$ cat config.mk
export PLATFORM = sky130hd
export DESIGN_NAME = priority_interrupt_controller_core
export DESIGN_NICKNAME = d
export VERILOG_FILES = /design/src/rtl/pic_pkg.sv /design/src/rtl/pic_ctrl.sv /design/src/rtl/pic_datapath.sv /design/src/rtl/priority_interrupt_controller_core.sv
export SDC_FILE = /design/constraint.sdc
export NUM_CORES = 1
export LEC_CHECK = 0
export BUFFER_PORTS_ARGS = -buffer_cell sky130_fd_sc_hd__buf_4
export CAP_MARGIN = 0
export CORE_ASPECT_RATIO = 0.9
export CORE_MARGIN = 4
export CORE_UTILIZATION = 40
export DETAILED_ROUTE_END_ITERATION = 8
export PLACE_DENSITY = 0.61
export SYNTH_ARGS = -nofsm -noshare
export SYNTH_HDL_FRONTEND = slang
export SYNTH_HIERARCHICAL = 1
export SYNTH_SLANG_ARGS = --single-unit
$ cat constraint.sdc
create_clock -name clk -period 8.31 [get_ports clk]
set_input_delay 0.831 -clock clk [delete_from_list [all_inputs] [get_ports clk]]
set_output_delay 0.831 -clock clk [all_outputs]
set_load 0.02 [all_outputs]
$ cat src/rtl/pic_pkg.sv
// ----------------------------------------------------------------------------
// pic_pkg
// types, constants and selection helpers of the priority interrupt controller
// ----------------------------------------------------------------------------
`default_nettype none

package pic_pkg;

  // configuration defaults and field widths
  localparam int NUM_LINES_DEF = 64;
  localparam int OPCODE_W      = 4;
  localparam int LINE_NUM_W    = 8;
  localparam int PRIO_W        = 4;
  localparam int GRANT_W       = 6;
  localparam int IN_TDATA_W    = 16;
  localparam int OUT_TDATA_W   = 16;
  localparam int OUT_PAD_W     = OUT_TDATA_W - (1 + PRIO_W + 1 + GRANT_W);

  // least urgent priority, also the reset value and the out-of-range read
  localparam logic [PRIO_W-1:0] PRIO_MAX = 4'd15;

  // selection tree: lines are reduced in groups, then group winners
  localparam int GROUP_SIZE = 16;

  typedef enum logic [OPCODE_W-1:0] {
    OP_ENABLE    = 4'd0,
    OP_DISABLE   = 4'd1,
    OP_SET_PEND  = 4'd2,
    OP_CLR_PEND  = 4'd3,
    OP_READ_PEND = 4'd4,
    OP_SET_PRIO  = 4'd5,
    OP_READ_PRIO = 4'd6,
    OP_ACK       = 4'd7,
    OP_END       = 4'd8
  } opcode_t;

  typedef enum logic [1:0] {
    ST_IDLE,
    ST_EXEC,
    ST_FINAL
  } state_t;

  // one contender in the priority tree
  typedef struct packed {
    logic                  vld;
    logic [PRIO_W-1:0]     prio;
    logic [LINE_NUM_W-1:0] idx;
  } cand_t;

  // controller to datapath
  typedef struct packed {
    logic item_ld;
    logic grp_ld;
    logic apply;
  } pic_cmd_t;

  // datapath to controller
  typedef struct packed {
    logic is_ack;
  } pic_status_t;

  // left (lower index) wins unless right is valid and left is not or right is strictly more urgent
  function automatic cand_t cand_pick(cand_t a, cand_t b);
    cand_t w;
    if (b.vld && (!a.vld || (b.prio < a.prio))) begin
      w = b;
    end else begin
      w = a;
    end
    return w;
  endfunction

  // four-level reduction of one group of contenders
  function automatic cand_t cand_best(cand_t [GROUP_SIZE-1:0] c);
    cand_t [GROUP_SIZE-1:0] w;
    w = c;
    for (int s = 1; s < GROUP_SIZE; s = s * 2) begin
      for (int i = 0; i + s < GROUP_SIZE; i = i + 2 * s) begin
        w[i] = cand_pick(w[i], w[i+s]);
      end
    end
    return w[0];
  endfunction

endpackage

`default_nettype wire

$ cat src/rtl/pic_ctrl.sv
// ----------------------------------------------------------------------------
// pic_ctrl
// sequencer of the controller: takes a beat, steps the datapath, owns out_tvalid
// ----------------------------------------------------------------------------
`default_nettype none

module pic_ctrl (
  input  logic                 clk,
  input  logic                 rst_n,
  input  logic                 in_tvalid,
  output logic                 in_tready,
  output logic                 out_tvalid,
  input  logic                 out_tready,
  output pic_pkg::pic_cmd_t    cmd,
  input  pic_pkg::pic_status_t status
);
  import pic_pkg::*;

  state_t state_r, state_nxt;
  logic   out_valid_r, out_valid_nxt;
  logic   out_free;

  // state and output valid registers
  always_ff @(posedge clk) begin
    if (!rst_n) begin
      state_r     <= ST_IDLE;
      out_valid_r <= 1'b0;
    end else begin
      state_r     <= state_nxt;
      out_valid_r <= out_valid_nxt;
    end
  end

  // result register may be reloaded when empty or drained this cycle
  assign out_free = !out_valid_r || out_tready;

  // next state and datapath commands
  always_comb begin
    state_nxt   = state_r;
    in_tready   = 1'b0;
    cmd         = '0;
    unique case (state_r)
      ST_IDLE: begin
        in_tready = 1'b1;
        if (in_tvalid) begin
          cmd.item_ld = 1'b1;
          state_nxt   = ST_EXEC;
        end
      end
      ST_EXEC: begin
        if (status.is_ack) begin
          cmd.grp_ld = 1'b1;
          state_nxt  = ST_FINAL;
        end else if (out_free) begin
          cmd.apply = 1'b1;
          state_nxt = ST_IDLE;
        end
      end
      ST_FINAL: begin
        if (out_free) begin
          cmd.apply = 1'b1;
          state_nxt = ST_IDLE;
        end
      end
      default: begin
        state_nxt = ST_IDLE;
      end
    endcase
  end

  // output valid: set on apply, cleared when the beat is taken
  always_comb begin
    if (cmd.apply) begin
      out_valid_nxt = 1'b1;
    end else if (out_tready) begin
      out_valid_nxt = 1'b0;
    end else begin
      out_valid_nxt = out_valid_r;
    end
  end

  assign out_tvalid = out_valid_r;

endmodule

`default_nettype wire

$ cat src/rtl/pic_datapath.sv
// ----------------------------------------------------------------------------
// pic_datapath
// per-line state, two-stage priority tree and result register
// ----------------------------------------------------------------------------
`default_nettype none

module pic_datapath #(
  parameter int NUM_LINES = pic_pkg::NUM_LINES_DEF
) (
  input  logic                             clk,
  input  logic                             rst_n,
  input  pic_pkg::pic_cmd_t                cmd,
  output pic_pkg::pic_status_t             status,
  input  logic [pic_pkg::IN_TDATA_W-1:0]   in_tdata,
  output logic [pic_pkg::OUT_TDATA_W-1:0]  out_tdata
);
  import pic_pkg::*;

  localparam int LINE_W     = (NUM_LINES > 1) ? $clog2(NUM_LINES) : 1;
  localparam int NUM_GROUPS = (NUM_LINES + GROUP_SIZE - 1) / GROUP_SIZE;

  // held access
  opcode_t               op_r;
  logic [LINE_NUM_W-1:0] line_r;
  logic [PRIO_W-1:0]     pval_r;

  // per-line state
  logic [NUM_LINES-1:0]  enable_r;
  logic [NUM_LINES-1:0]  pending_r;
  logic [NUM_LINES-1:0]  active_r;
  logic [PRIO_W-1:0]     prio_r [NUM_LINES];

  // selection tree
  cand_t [NUM_GROUPS-1:0][GROUP_SIZE-1:0] leaf;
  cand_t [NUM_GROUPS-1:0]                 grp_nxt;
  cand_t [NUM_GROUPS-1:0]                 grp_r;
  cand_t [GROUP_SIZE-1:0]                 top_leaf;
  cand_t                                  win;
  logic [LINE_W-1:0]                      win_idx;

  // result register
  logic                 pend_out_r, pend_out_nxt;
  logic [PRIO_W-1:0]    prio_out_r, prio_out_nxt;
  logic                 gv_out_r, gv_out_nxt;
  logic [GRANT_W-1:0]   gl_out_r, gl_out_nxt;

  logic                 line_ok;
  logic [LINE_W-1:0]    line_idx;

  // capture the accepted beat
  always_ff @(posedge clk) begin
    if (cmd.item_ld) begin
      op_r   <= opcode_t'(in_tdata[OPCODE_W-1:0]);
      line_r <= in_tdata[OPCODE_W +: LINE_NUM_W];
      pval_r <= in_tdata[OPCODE_W+LINE_NUM_W +: PRIO_W];
    end
  end

  assign line_ok       = (line_r < LINE_NUM_W'(NUM_LINES));
  assign line_idx      = line_r[LINE_W-1:0];
  assign status.is_ack = (op_r == OP_ACK);

  // first stage: best enabled pending line of each group
  always_comb begin
    for (int g = 0; g < NUM_GROUPS; g++) begin
      for (int j = 0; j < GROUP_SIZE; j++) begin
        if (g * GROUP_SIZE + j < NUM_LINES) begin
          leaf[g][j].vld  = enable_r[g*GROUP_SIZE+j] & pending_r[g*GROUP_SIZE+j];
          leaf[g][j].prio = prio_r[g*GROUP_SIZE+j];
          leaf[g][j].idx  = LINE_NUM_W'(g * GROUP_SIZE + j);
        end else begin
          leaf[g][j] = '0;
        end
      end
      grp_nxt[g] = cand_best(leaf[g]);
    end
  end

  always_ff @(posedge clk) begin
    if (cmd.grp_ld) begin
      grp_r <= grp_nxt;
    end
  end

  // second stage: best of the group winners
  always_comb begin
    for (int k = 0; k < GROUP_SIZE; k++) begin
      if (k < NUM_GROUPS) begin
        top_leaf[k] = grp_r[k];
      end else begin
        top_leaf[k] = '0;
      end
    end
    win = cand_best(top_leaf);
  end

  assign win_idx = win.idx[LINE_W-1:0];

  // per-line state update
  always_ff @(posedge clk) begin
    if (!rst_n) begin
      enable_r  <= '0;
      pending_r <= '0;
      active_r  <= '0;
      for (int i = 0; i < NUM_LINES; i++) begin
        prio_r[i] <= PRIO_MAX;
      end
    end else if (cmd.apply) begin
      unique case (op_r)
        OP_ENABLE:   if (line_ok) enable_r[line_idx]  <= 1'b1;
        OP_DISABLE:  if (line_ok) enable_r[line_idx]  <= 1'b0;
        OP_SET_PEND: if (line_ok) pending_r[line_idx] <= 1'b1;
        OP_CLR_PEND: if (line_ok) pending_r[line_idx] <= 1'b0;
        OP_SET_PRIO: if (line_ok) prio_r[line_idx]    <= pval_r;
        OP_ACK: begin
          if (win.vld) begin
            pending_r[win_idx] <= 1'b0;
            active_r[win_idx]  <= 1'b1;
          end
        end
        OP_END:      if (line_ok) active_r[line_idx]  <= 1'b0;
        default: begin
        end
      endcase
    end
  end

  // result fields, zero unless the access produces them
  always_comb begin
    pend_out_nxt = 1'b0;
    prio_out_nxt = '0;
    gv_out_nxt   = 1'b0;
    gl_out_nxt   = '0;
    unique case (op_r)
      OP_READ_PEND: pend_out_nxt = line_ok ? pending_r[line_idx] : 1'b0;
      OP_READ_PRIO: prio_out_nxt = line_ok ? prio_r[line_idx] : PRIO_MAX;
      OP_ACK: begin
        if (win.vld) begin
          gv_out_nxt = 1'b1;
          gl_out_nxt = GRANT_W'(win_idx);
        end
      end
      default: begin
      end
    endcase
  end

  always_ff @(posedge clk) begin
    if (cmd.apply) begin
      pend_out_r <= pend_out_nxt;
      prio_out_r <= prio_out_nxt;
      gv_out_r   <= gv_out_nxt;
      gl_out_r   <= gl_out_nxt;
    end
  end

  assign out_tdata = {{OUT_PAD_W{1'b0}}, gl_out_r, gv_out_r, prio_out_r, pend_out_r};

endmodule

`default_nettype wire

$ cat src/rtl/priority_interrupt_controller_core.sv
// ----------------------------------------------------------------------------
// priority_interrupt_controller_core
// interrupt controller with per-line enable, pending, active and priority
// ----------------------------------------------------------------------------
// Each input beat is one register access (enable, disable, set or clear
// pending, read pending, set or read priority, acknowledge, end of handler)
// and gives exactly one output beat. An access is first captured and then
// applied; acknowledge adds a step between them, as the priority tree is
// split into a group stage of 16 lines and a final stage over the group
// winners, with a register between them. A new beat is taken while an earlier
// result still waits on the output; the block then holds in its last step
// until that result is taken. All line state clears on reset, no clearing pass
// is needed.
`default_nettype none

module priority_interrupt_controller_core #(
  parameter int NUM_LINES = pic_pkg::NUM_LINES_DEF
) (
  input  logic                            clk,
  input  logic                            rst_n,
  // opcode[3:0], line_number[11:4], priority_value[15:12]
  input  logic [pic_pkg::IN_TDATA_W-1:0]  in_tdata,
  input  logic                            in_tvalid,
  output logic                            in_tready,
  // pending_read[0], priority_read[4:1], grant_valid[5], granted_line[11:6],
  // zero padding[15:12]
  output logic [pic_pkg::OUT_TDATA_W-1:0] out_tdata,
  output logic                            out_tvalid,
  input  logic                            out_tready
);
  import pic_pkg::*;

  pic_cmd_t    cmd;
  pic_status_t status;

  // sequencer
  pic_ctrl u_pic_ctrl (
    .clk        (clk),
    .rst_n      (rst_n),
    .in_tvalid  (in_tvalid),
    .in_tready  (in_tready),
    .out_tvalid (out_tvalid),
    .out_tready (out_tready),
    .cmd        (cmd),
    .status     (status)
  );

  // line state and selection
  pic_datapath #(
    .NUM_LINES (NUM_LINES)
  ) u_pic_datapath (
    .clk       (clk),
    .rst_n     (rst_n),
    .cmd       (cmd),
    .status    (status),
    .in_tdata  (in_tdata),
    .out_tdata (out_tdata)
  );

endmodule

`default_nettype wire

# Yosys cells after proc, flatten, opt, wreduce, memory -nomap -nowiden
# Memory sizes are Yosys's and may differ from the RTL's. A register that Yosys moved wholly into a read port is not among the register bits.
# Cells that the tools add are included.
# op_classes
magnitude_cmp	68
eq_ne	15
muxes	102
bitwise	71
reduce_logical	203
# ops
cell	count
2-to-1 mux 13 bit	63
2-to-1 mux 64 bit	5
less-than comparator 4 bit	63
AND 64 bit	3
case mux 64 bit (3 select lines)	1
inverter 64 bit	2
OR 64 bit	2
case mux 64 bit (2 select lines)	1
logical AND 1 bit	65
AND 1 bit	64
zero test 1 bit	64
logical OR 1 bit	64
2-to-1 mux 1 bit	20
== test 4 x 3 -> 1 bit (second input constant)	4
less-than comparator 6 x 7 -> 1 bit (second input constant)	2
demux 1 bit (select 6 bit)	2
>= comparator 6 x 1 -> 1 bit (second input constant)	2
2-to-1 mux 6 bit	2
!= test 2 x 1 -> 1 bit (second input constant)	5
== test 4 x 2 -> 1 bit (second input constant)	2
less-than comparator 8 x 7 -> 1 bit (second input constant)	1
2-to-1 mux 4 bit	2
binary-select mux 1 bit (select 6 bit)	1
2-to-1 mux 2 bit	3
other kinds (14)	16
# totals
reg_bits	211
ramBits	256
input_bits	20
output_inout_bits	18
wordCells	483
mem_count	1
# mem_list
memory	words	width	read_ports	rd_ports_with_merged_regs	write_ports	line_no	source
u_pic_datapath.prio_r	64	4	65	1	64	pic_datapath.sv:31	logic [PRIO_W-1:0] prio_r [NUM_LINES];

# Depth between registers and ports, before layout
# Gate-level depths: netlist of the first run.
# depth
word_depth	17
mapped_depth	32
ltp_nobuf	32

# By module
# Netlist of the first run, hierarchy kept.
# by_module_without_submodules
mod	n_inst	cells_per_inst	area_per_inst_um2	seq_area_each_um2
pic_datapath	1	3320	30874.6	12291.8
pic_ctrl	1	28	245.2	60.1

# Least setup slack after synthesis of the first run
# No wires, ideal clock.
# synth_path
kind	reg-to-reg
startpoint	memory u_pic_datapath.prio_r[42][1]
endpoint	register u_pic_datapath/grp_r[28] in the netlist's numbering, data pin
t_arrival_ns	6.148
setup_slack_ns	1.902
stages_incl_launch_ff	29
path_buffers	0
period_less_slack_ns	6.408
cell_sequence	edfxtp_1 -> inv_1 -> ha_1 -> a21o_1 -> a21o_1 -> and2_1 -> o21ai_0 -> nand2_1 -> mux2i_1 -> inv_1 -> ha_1 -> a21oi_1 -> a21oi_1 -> a21o_1 -> a21oi_1 -> a22oi_1 -> mux2i_1 -> inv_1 -> ha_1 -> a211oi_1 -> nand2_1 -> o21a_1 -> o21ai_1 -> mux2i_1 -> inv_1 -> ha_1 -> a2111o_1 -> o41ai_4 -> mux2_4
# synth_rtl
item	line_no	source
start, declared	pic_datapath.sv:31	
end signal, assigned	pic_datapath.sv:81	grp_r <= grp_nxt;
end, declared	pic_datapath.sv:36	cand_t [NUM_GROUPS-1:0] grp_r;

==> run summary, run 1 <==
• run status: finished clean
• combined global-route utilization of all metal layers: 24.6%
• overall die height: 273 microns
• leakage component of the power: 0.0122 uW
• DRT met1 WL: 46300 microns
• via count of the first global-routing pass: 24678
• number of buffers between clock root and the deepest sink: 3
• number of slew-limit violations in the final report: 0
• aggregate routed wire length: 104000 microns
• number of enable flip-flop cells after synthesis: 320
• number of hold violations in the final report: 0
• maxcap violations: 0
• Final Worst Setup Slack: 0.942 ns
• largest net degree at the start of global routing: 93
• Worst Skew: 0.0319 ns
• Final GP Congestion: 0.914
• total of warnings raised by yosys: 6
• unrepaired setup endpoints after global routing: false
• internal reg-to-reg setup slack: 0.94 ns
• Detail Route Antenna Nets: 0
• most frequent standard cell in the layout excluding fill and tap cells: sky130_fd_sc_hd__nand2_1
• met3 wirelength from detailed routing: 11200 microns
• source-to-sink clock delay at the later pin of the worst-skew pair: 0.63 ns
• end point of the worst hold path: u_pic_datapath/pval_r[2]
• sum of negative setup slack: 0 ns
• worst max-slew margin expressed relative to the limit: 19.5%
• cell depth of the worst hold path: 1
• Setup Slack @ Placement: 1.08 ns
• number of design-rule violations left by the first detailed-router iteration: 3501
• clk root buf: sky130_fd_sc_hd__clkbuf_16
• Crit Path Category: flip-flop to flip-flop
• via count of the routed design: 26906
• commonest cells after routing, fill and taps aside: sky130_fd_sc_hd__nand2_1, sky130_fd_sc_hd__edfxtp_1, sky130_fd_sc_hd__a21oi_1
• maximum clock rate: 136 MHz
• count of input and output buffers: 33
• starting utilization of the core area: 40.6%
• horizontal extent of the die: 302 microns
• critical path fanouts, max: 8
• maximum resistive drop on vdd: 0.134 mV
• antenna violations before repair: 3
• worst min-delay path category: primary input to flip-flop
• endpoint of the worst-slack reg-to-reg timing path: u_pic_datapath/grp_r[2]
• fraction of layout instances using a drive strength above 1: 10.5%
• Final #Nets: 3504
• number of I/O pins: 38
• number of endpoints failing setup at the final stage: 0
• crit end category: flip-flop
• post-synthesis to final-layout area growth: 10.0%
• final period demand of the worst path: 7.37 ns
• number of remaining DRC errors: 0
• core area: 76600 sq um
• DR pass1 iterations: 7
• clk sinks: 457
• Power per Cell Area: 156 nW/um^2
• mean cell area of the mapped netlist: 9.30 sq um
• Die Footprint: 82300 sq um
• Async SR Flop Fraction: 0%
• Post-CTS Setup Bufs: 0
• source of the worst hold timing path: in_tdata[14]
• average wire per standard cell: 23.9 microns
• DR vias/cell: 6.15
• first-pass GRT wire length: 155000 microns
• most frequently used flop master after synthesis: sky130_fd_sc_hd__edfxtp_1
• FP Rows: 96
• path depth of the worst reg2reg path: 27
• Worst setup SP type: flip-flop
• Highest Signal Layer: met5
• cell area after synthesis: 31100 sq um
• arrival time of data at the critical path endpoint: 7.72 ns
• clock tree from TritonCTS: built
• post-synthesis register bit count: 457
• quantity of gates resized following cts: 0
• cts hold-fix bufs: 0
• wire length on met2: 43500 microns
• number of CTS-inserted buffers: 53
• ratio of final minimum period to clock period: 88.7%
• CP required: 8.66 ns
• sequential fraction of the synthesis area: 39.7%
• number of unique standard cell types used by synthesis: 91
• antenna diode count: 0
• source of the worst register-to-register timing path: u_pic_datapath/prio_r[15][2]
• Worst Max-Slew Pin Slew: 1.20 ns
• count of mapped cells out of synthesis: 3348
• half-perimeter wire length after detailed placement: 73900 microns
• clock input transition at the sequential cells of the worst setup and hold paths: 0.06 ns
• final global-route overflow total: 0
• H-tree levels: 2
[worst max-delay path, stage by stage, from the launching register on]
cell                       delay (ns)
sky130_fd_sc_hd__edfxtp_1        0.42
sky130_fd_sc_hd__ha_1            0.31
sky130_fd_sc_hd__a21oi_1         0.15
sky130_fd_sc_hd__o21ai_0         0.09
sky130_fd_sc_hd__a21o_1          0.18
sky130_fd_sc_hd__a31oi_1         0.51
sky130_fd_sc_hd__o21ai_0         0.28
sky130_fd_sc_hd__ha_1            0.37
sky130_fd_sc_hd__a21o_1          0.18
sky130_fd_sc_hd__a21o_1          0.18
sky130_fd_sc_hd__a21oi_1         0.42
sky130_fd_sc_hd__nand2_1         0.20
sky130_fd_sc_hd__o21ba_2         0.25
sky130_fd_sc_hd__ha_1            0.31
sky130_fd_sc_hd__a21oi_1         0.15
sky130_fd_sc_hd__nor2b_1         0.06
sky130_fd_sc_hd__o21ai_0         0.28
sky130_fd_sc_hd__nand2_1         0.12
sky130_fd_sc_hd__nor2_1          0.45
sky130_fd_sc_hd__mux2i_1         0.34
sky130_fd_sc_hd__inv_1           0.08
sky130_fd_sc_hd__ha_1            0.31
sky130_fd_sc_hd__a21oi_1         0.14
sky130_fd_sc_hd__o21ai_0         0.14
sky130_fd_sc_hd__a311oi_1        0.26
sky130_fd_sc_hd__a21oi_1         0.14
sky130_fd_sc_hd__o31ai_4         0.41
sky130_fd_sc_hd__mux2_2          0.39
[cell families (layout without fill, tap and decap cells)]
| kind of cell | Yosys count | after routing | share of synthesized area (%) |
|---|---|---|---|
| buf+inv | 379 | 372 | 4.66 |
| fa+ha+maj | 187 | 187 | 7.50 |
| mux | 296 | 296 | 13.1 |
| simple gates | 1040 | 1040 | 15.1 |
| compound gates | 988 | 988 | 20.0 |
| other cells | 1 | 4 | 0.0121 |
| flops | 457 | 457 | 39.7 |
[stage by stage]
stage / power (uW) / instance area, sq um / utilization [%] / hold slack (ns) / cells
after floorplan: 2810 / 31100 / - / 0.488 / 3351
after global placement: 2960 / 32400 / 42.3 / 0.502 / 4273
after detailed placement: 2960 / 32400 / 42.3 / 0.510 / 4273
after CTS: 5370 / 34200 / 44.7 / 0.353 / 4373
after global routing: 5510 / 34200 / 44.7 / 0.358 / 4373
final: 5360 / 34200 / 44.7 / 0.379 / 4373
[worst max-delay path by stage]
stage                                       from                       end  cells after the start
global placement    u_pic_datapath/prio_r[15][2]   u_pic_datapath/grp_r[2]                     27
detailed placement  u_pic_datapath/prio_r[42][1]  u_pic_datapath/grp_r[28]                     28
CTS                 u_pic_datapath/prio_r[42][1]  u_pic_datapath/grp_r[28]                     28
floorplan           u_pic_datapath/prio_r[42][1]  u_pic_datapath/grp_r[28]                     28
finish              u_pic_datapath/prio_r[15][2]   u_pic_datapath/grp_r[2]                     27
global route        u_pic_datapath/prio_r[15][2]   u_pic_datapath/grp_r[2]                     27
[cell type report]
cell class,count,area (sq um)
tap,1029,1290
fill,7451,42400
sequential,457,12400
clock inverter,25,241
clock buffer,75,1580
inverter,200,751
multi-input combinational,2515,17500
timing repair buffer,72,553
[synth_stat cells (all sizes together) (73+ instances only)]
cell,number,share of area [%]
mux2i,177,5.7
o21ai,294,4.7
dfxtp,137,8.8
mux4,84,6.1
edfxtp,320,31
ha,185,7.4
a311oi,73,2.1
clkbuf,151,1.8
nor2,158,1.9
a21oi,318,5.2
nand2,562,6.8
inv,200,2.4
[layer usage]
layer,GRT usage (%),up-vias
met5,0,-
met4,7.46,2
met3,5.53,197
met2,35.8,1378
met1,36.2,13003
li1,-,12326
[where the power goes]
part / switching (uW) / total, uW / internal, uW
Sequential: 88.6 / 2560 / 2470
Combinational: 242 / 366 / 124
Clock: 1010 / 2430 / 1420
No activity file was read; power rests on OpenSTA's default activity.
==> inputs of run 2 (changes only) <==
Settings changed: ABC_AREA from default to 1.
==> run summary, run 2 <==
• cell depth of the worst hold path: 1, unchanged
• delay contributed by the slowest stage of the critical path: 0.47 ns, was 0.51 ns
• CP required: 8.68 ns, was 8.66 ns
• count of mapped cells out of synthesis: 4310, was 3348
• met2 routing resource usage after global routing: 36.6%, was 35.8%
• top cells by count, synth: sky130_fd_sc_hd__nand2_1, sky130_fd_sc_hd__inv_1, sky130_fd_sc_hd__o21ai_0, was sky130_fd_sc_hd__nand2_1, sky130_fd_sc_hd__edfxtp_1, sky130_fd_sc_hd__a21oi_1
• Die Footprint: 82600 sq um, was 82300 sq um
• count of buffering cells on the critical path with inverters included: 2, was 1
• Post-CTS Setup Bufs: 0, unchanged
• top post-synthesis cells by area: sky130_fd_sc_hd__edfxtp_1, sky130_fd_sc_hd__nand2_1, sky130_fd_sc_hd__dfxtp_1, sky130_fd_sc_hd__o21ai_0, sky130_fd_sc_hd__ha_1, was sky130_fd_sc_hd__edfxtp_1, sky130_fd_sc_hd__dfxtp_1, sky130_fd_sc_hd__ha_1, sky130_fd_sc_hd__nand2_1, sky130_fd_sc_hd__mux4_2
• number of hold violations in the final report: 0, unchanged
• worst max-slew margin expressed relative to the limit: 21.1%, was 19.5%
• kind of cell adding the most delay to the critical path: compound AO/OA/AOI/OAI gates, unchanged
• average wire per standard cell: 19.2 microns, was 23.9 microns
• antenna violations before repair: 3, unchanged
• simple-gate share of the synthesized area: 26.7%, was 15.1%
• FP Rows: 96, unchanged
• worst min-delay path category: primary input to flip-flop, unchanged
• cell area after synthesis: 31200 sq um, was 31100 sq um
• path depth of the worst reg2reg path: 29, was 27
• Finished Core Util: 44.6%, was 44.7%
• Final GP Congestion: 0.973, was 0.914
• Worst Max-Slew Pin Slew: 1.18 ns, was 1.20 ns
• Final #Nets: 4473, was 3504
• share of power burned in combinational logic: 8.8%, was 6.8%
• end point of the worst hold path: u_pic_datapath/op_r[1], was u_pic_datapath/pval_r[2]
• total of warnings raised by yosys: 6, unchanged
• most frequent standard cell in the layout excluding fill and tap cells: sky130_fd_sc_hd__nand2_1, unchanged
• total of fill cells in the finished design: 7771, was 7451
• horizontal extent of the die: 302 microns, about the same
• met3 layer usage reported by global route: 4.58%, was 5.53%
• number of endpoints failing setup at the final stage: 0, unchanged
• critical path fanouts, max: 10, was 8
• most numerous cell on the critical path: sky130_fd_sc_hd__nand2_1, was sky130_fd_sc_hd__a21oi_1
• aggregate routed wire length: 102000 microns, was 104000 microns
• number of CTS-inserted buffers: 53, unchanged
• Switching Share: 26.4%, was 24.9%
• number of I/O pins: 38, unchanged
• number of slew-limit violations in the final report: 0, unchanged
• Worst setup SP type: flip-flop, unchanged
• via count of the routed design: 29424, was 26906
• Slowest-stage cell, CP: sky130_fd_sc_hd__o21ai_0, was sky130_fd_sc_hd__a31oi_1
• via count of the first global-routing pass: 26695, was 24678
• clk sinks: 457, unchanged
• Async SR Flop Fraction: 0%, unchanged
• internal reg-to-reg setup slack: 3.28 ns, was 0.94 ns
• H-tree levels: 2, unchanged
• fraction of the mapped netlist area in compound gates: 17.5%, was 20.0%
• sequential standard cell area: 12400 sq um, about the same
• sum of negative setup slack: 0 ns, unchanged
• source of the worst hold timing path: in_tdata[1], was in_tdata[14]
• source-to-sink clock delay at the later pin of the worst-skew pair: 0.63 ns, about the same
• overall die height: 273 microns, about the same
• Pwr Total: 5410 uW, was 5360 uW
• fraction of layout instances using a drive strength above 1: 7.81%, was 10.5%
• core area: 76800 sq um, was 76600 sq um
• source of the worst register-to-register timing path: u_pic_datapath/prio_r[47][3], was u_pic_datapath/prio_r[15][2]
• mean cell area of the mapped netlist: 7.24 sq um, was 9.30 sq um
• crit end category: flip-flop, unchanged
• number of buffers between clock root and the deepest sink: 3, unchanged
• starting utilization of the core area: 40.7%, was 40.6%
• final global-route overflow total: 0, unchanged
• Clk network pwr share: 45.5%, was 45.3%
• relative contribution of sequential cells to total power: 45.7%, was 47.8%
• number of enable flip-flop cells after synthesis: 320, unchanged
• ratio of final minimum period to clock period: 60.6%, was 88.7%
• run status: finished clean, unchanged
• combinational family with the most area after synthesis: simple AND/OR/NAND/NOR gates, was compound AO/OA/AOI/OAI gates
• quantity of gates resized following cts: 0, unchanged
• largest net degree at the start of global routing: 165, was 93
• P_sw: 1430 uW, was 1340 uW
• clock tree from TritonCTS: built, unchanged
• area leader, netlist: sky130_fd_sc_hd__edfxtp_1, unchanged
• final period demand of the worst path: 5.03 ns, was 7.37 ns
• clock input transition at the sequential cells of the worst setup and hold paths: 0.06 ns, about the same
• count of input and output buffers: 33, unchanged
• area fraction of the dominant cell type after synthesis: 30.8%, was 30.9%
• cts hold-fix bufs: 0, unchanged
• fraction of synthesized cell area in xor and xnor cells: 0%, unchanged
• area of combinational cells with multiple inputs: 16200 sq um, was 17500 sq um
• endpoint of the worst-slack reg-to-reg timing path: u_pic_datapath/grp_r[26], was u_pic_datapath/grp_r[2]
• Worst Setup SP: u_pic_datapath/prio_r[47][3], was u_pic_datapath/prio_r[15][2]
• adder and majority gate portion of the synthesized area: 7.42%, was 7.50%
• number of design-rule violations left by the first detailed-router iteration: 2910, was 3501
• commonest cells after routing, fill and taps aside: sky130_fd_sc_hd__nand2_1, sky130_fd_sc_hd__inv_1, sky130_fd_sc_hd__o21ai_0, was sky130_fd_sc_hd__nand2_1, sky130_fd_sc_hd__edfxtp_1, sky130_fd_sc_hd__a21oi_1
• maximum resistive drop on vdd: 0.172 mV, was 0.134 mV
• half-perimeter wire length after detailed placement: 72100 microns, was 73900 microns
• internal power: 3980 uW, was 4020 uW
• combined global-route utilization of all metal layers: 24.2%, was 24.6%
• leakage component of the power: 0.0138 uW, was 0.0122 uW
• Power per Cell Area: 158 nW/um^2, was 156 nW/um^2
• most frequently used flop master after synthesis: sky130_fd_sc_hd__edfxtp_1, unchanged
• Detail Route Antenna Nets: 0, unchanged
• met1 Resource Use GR: 34.7%, was 36.2%
• sequential fraction of the synthesis area: 39.6%, was 39.7%
• most common cell in the netlist: sky130_fd_sc_hd__nand2_1, unchanged
• first-pass GRT wire length: 156000 microns, was 155000 microns
• maximum clock rate: 199 MHz, was 136 MHz
• post-synthesis register bit count: 457, unchanged
• unrepaired setup endpoints after global routing: false, unchanged
• number of remaining DRC errors: 0, unchanged
• DR pass1 iterations: 6, was 7
• Crit Path Category: flip-flop to flip-flop, unchanged
• post-synthesis to final-layout area growth: 9.69%, was 10.0%
• global routing's busiest layer: met2, was met1
• number of unique standard cell types used by synthesis: 43, was 91
• maxcap violations: 0, unchanged
• DR vias/cell: 5.51, was 6.15
• arrival time of data at the critical path endpoint: 5.41 ns, was 7.72 ns
• mux share of post-synthesis cell area: 0%, was 13.1%
• Worst Skew: 0.0276 ns, was 0.0319 ns
• antenna diode count: 0, unchanged
• clk root buf: sky130_fd_sc_hd__clkbuf_16, unchanged
-- run 2: per-stage QoR --
step	instance area (sq um)	hold WS [ns]	worst slack, ns	instances
5_1_grt	34200	0.354	2.87	5342
6_report	34200	0.374	3.28	5342
2_1_floorplan	31200	0.474	4.30	4313
3_5_place_dp	32400	0.493	3.43	5242
3_3_place_gp	32400	0.489	3.49	5242
4_1_cts	34200	0.336	3.39	5342
-- run 2: worst reg2reg max path, delay by kind of cell, from the launching register on --
kind	cells	cell delay, ns
AO/OA/AOI/OAI	6	1.46
flip-flops	1	0.43
adder cells (fa/ha/maj)	4	1.29
buffers and inverters	2	0.28
AND/OR/NAND/NOR	17	1.32
-- run 2: per-layer routing --
metal	up-vias	share of wire, %
li1	14379	-
met1	13646	46
met2	1206	42
met3	193	8.8
met4	0	3.4
met5	-	0
-- run 2: cell type report --
type,instances,area share (%)
multi-input cells,3133,47.2
inverters,553,6.07
clock buffers,66,4.25
clock inverters,34,1.05
well taps,1029,3.76
flip-flops and latches,457,36.1
repair buffers,70,1.57
-- run 2: kinds of logic after synthesis --
kind of cell / Yosys count
buffers and inverters: 723
AOI/OAI and AO/OA: 972
and+or+nand+nor: 1972
adders and majority gates: 185
DFF: 457
other: 1
-- run 2: worst max path at each step --
stage	endpoint	slack [ns]	cells after the start
final	u_pic_datapath/grp_r[26]	3.28	29
after global routing	u_pic_datapath/grp_r[34]	2.87	30
after CTS	u_pic_datapath/grp_r[26]	3.39	29
after detailed placement	u_pic_datapath/grp_r[26]	3.43	29
after global placement	u_pic_datapath/grp_r[27]	3.49	32
after floorplan	u_pic_datapath/grp_r[1]	4.30	30
-- run 2: power groups by stage --
stage                     registers, uW  clock network (uW)  logic, uW
after floorplan                    2510                   0        268
after global placement             2520                   0        459
after detailed placement           2520                   0        461
after CTS                          2470                2510        462
after global routing               2470                2610        503
final                              2470                2460        473
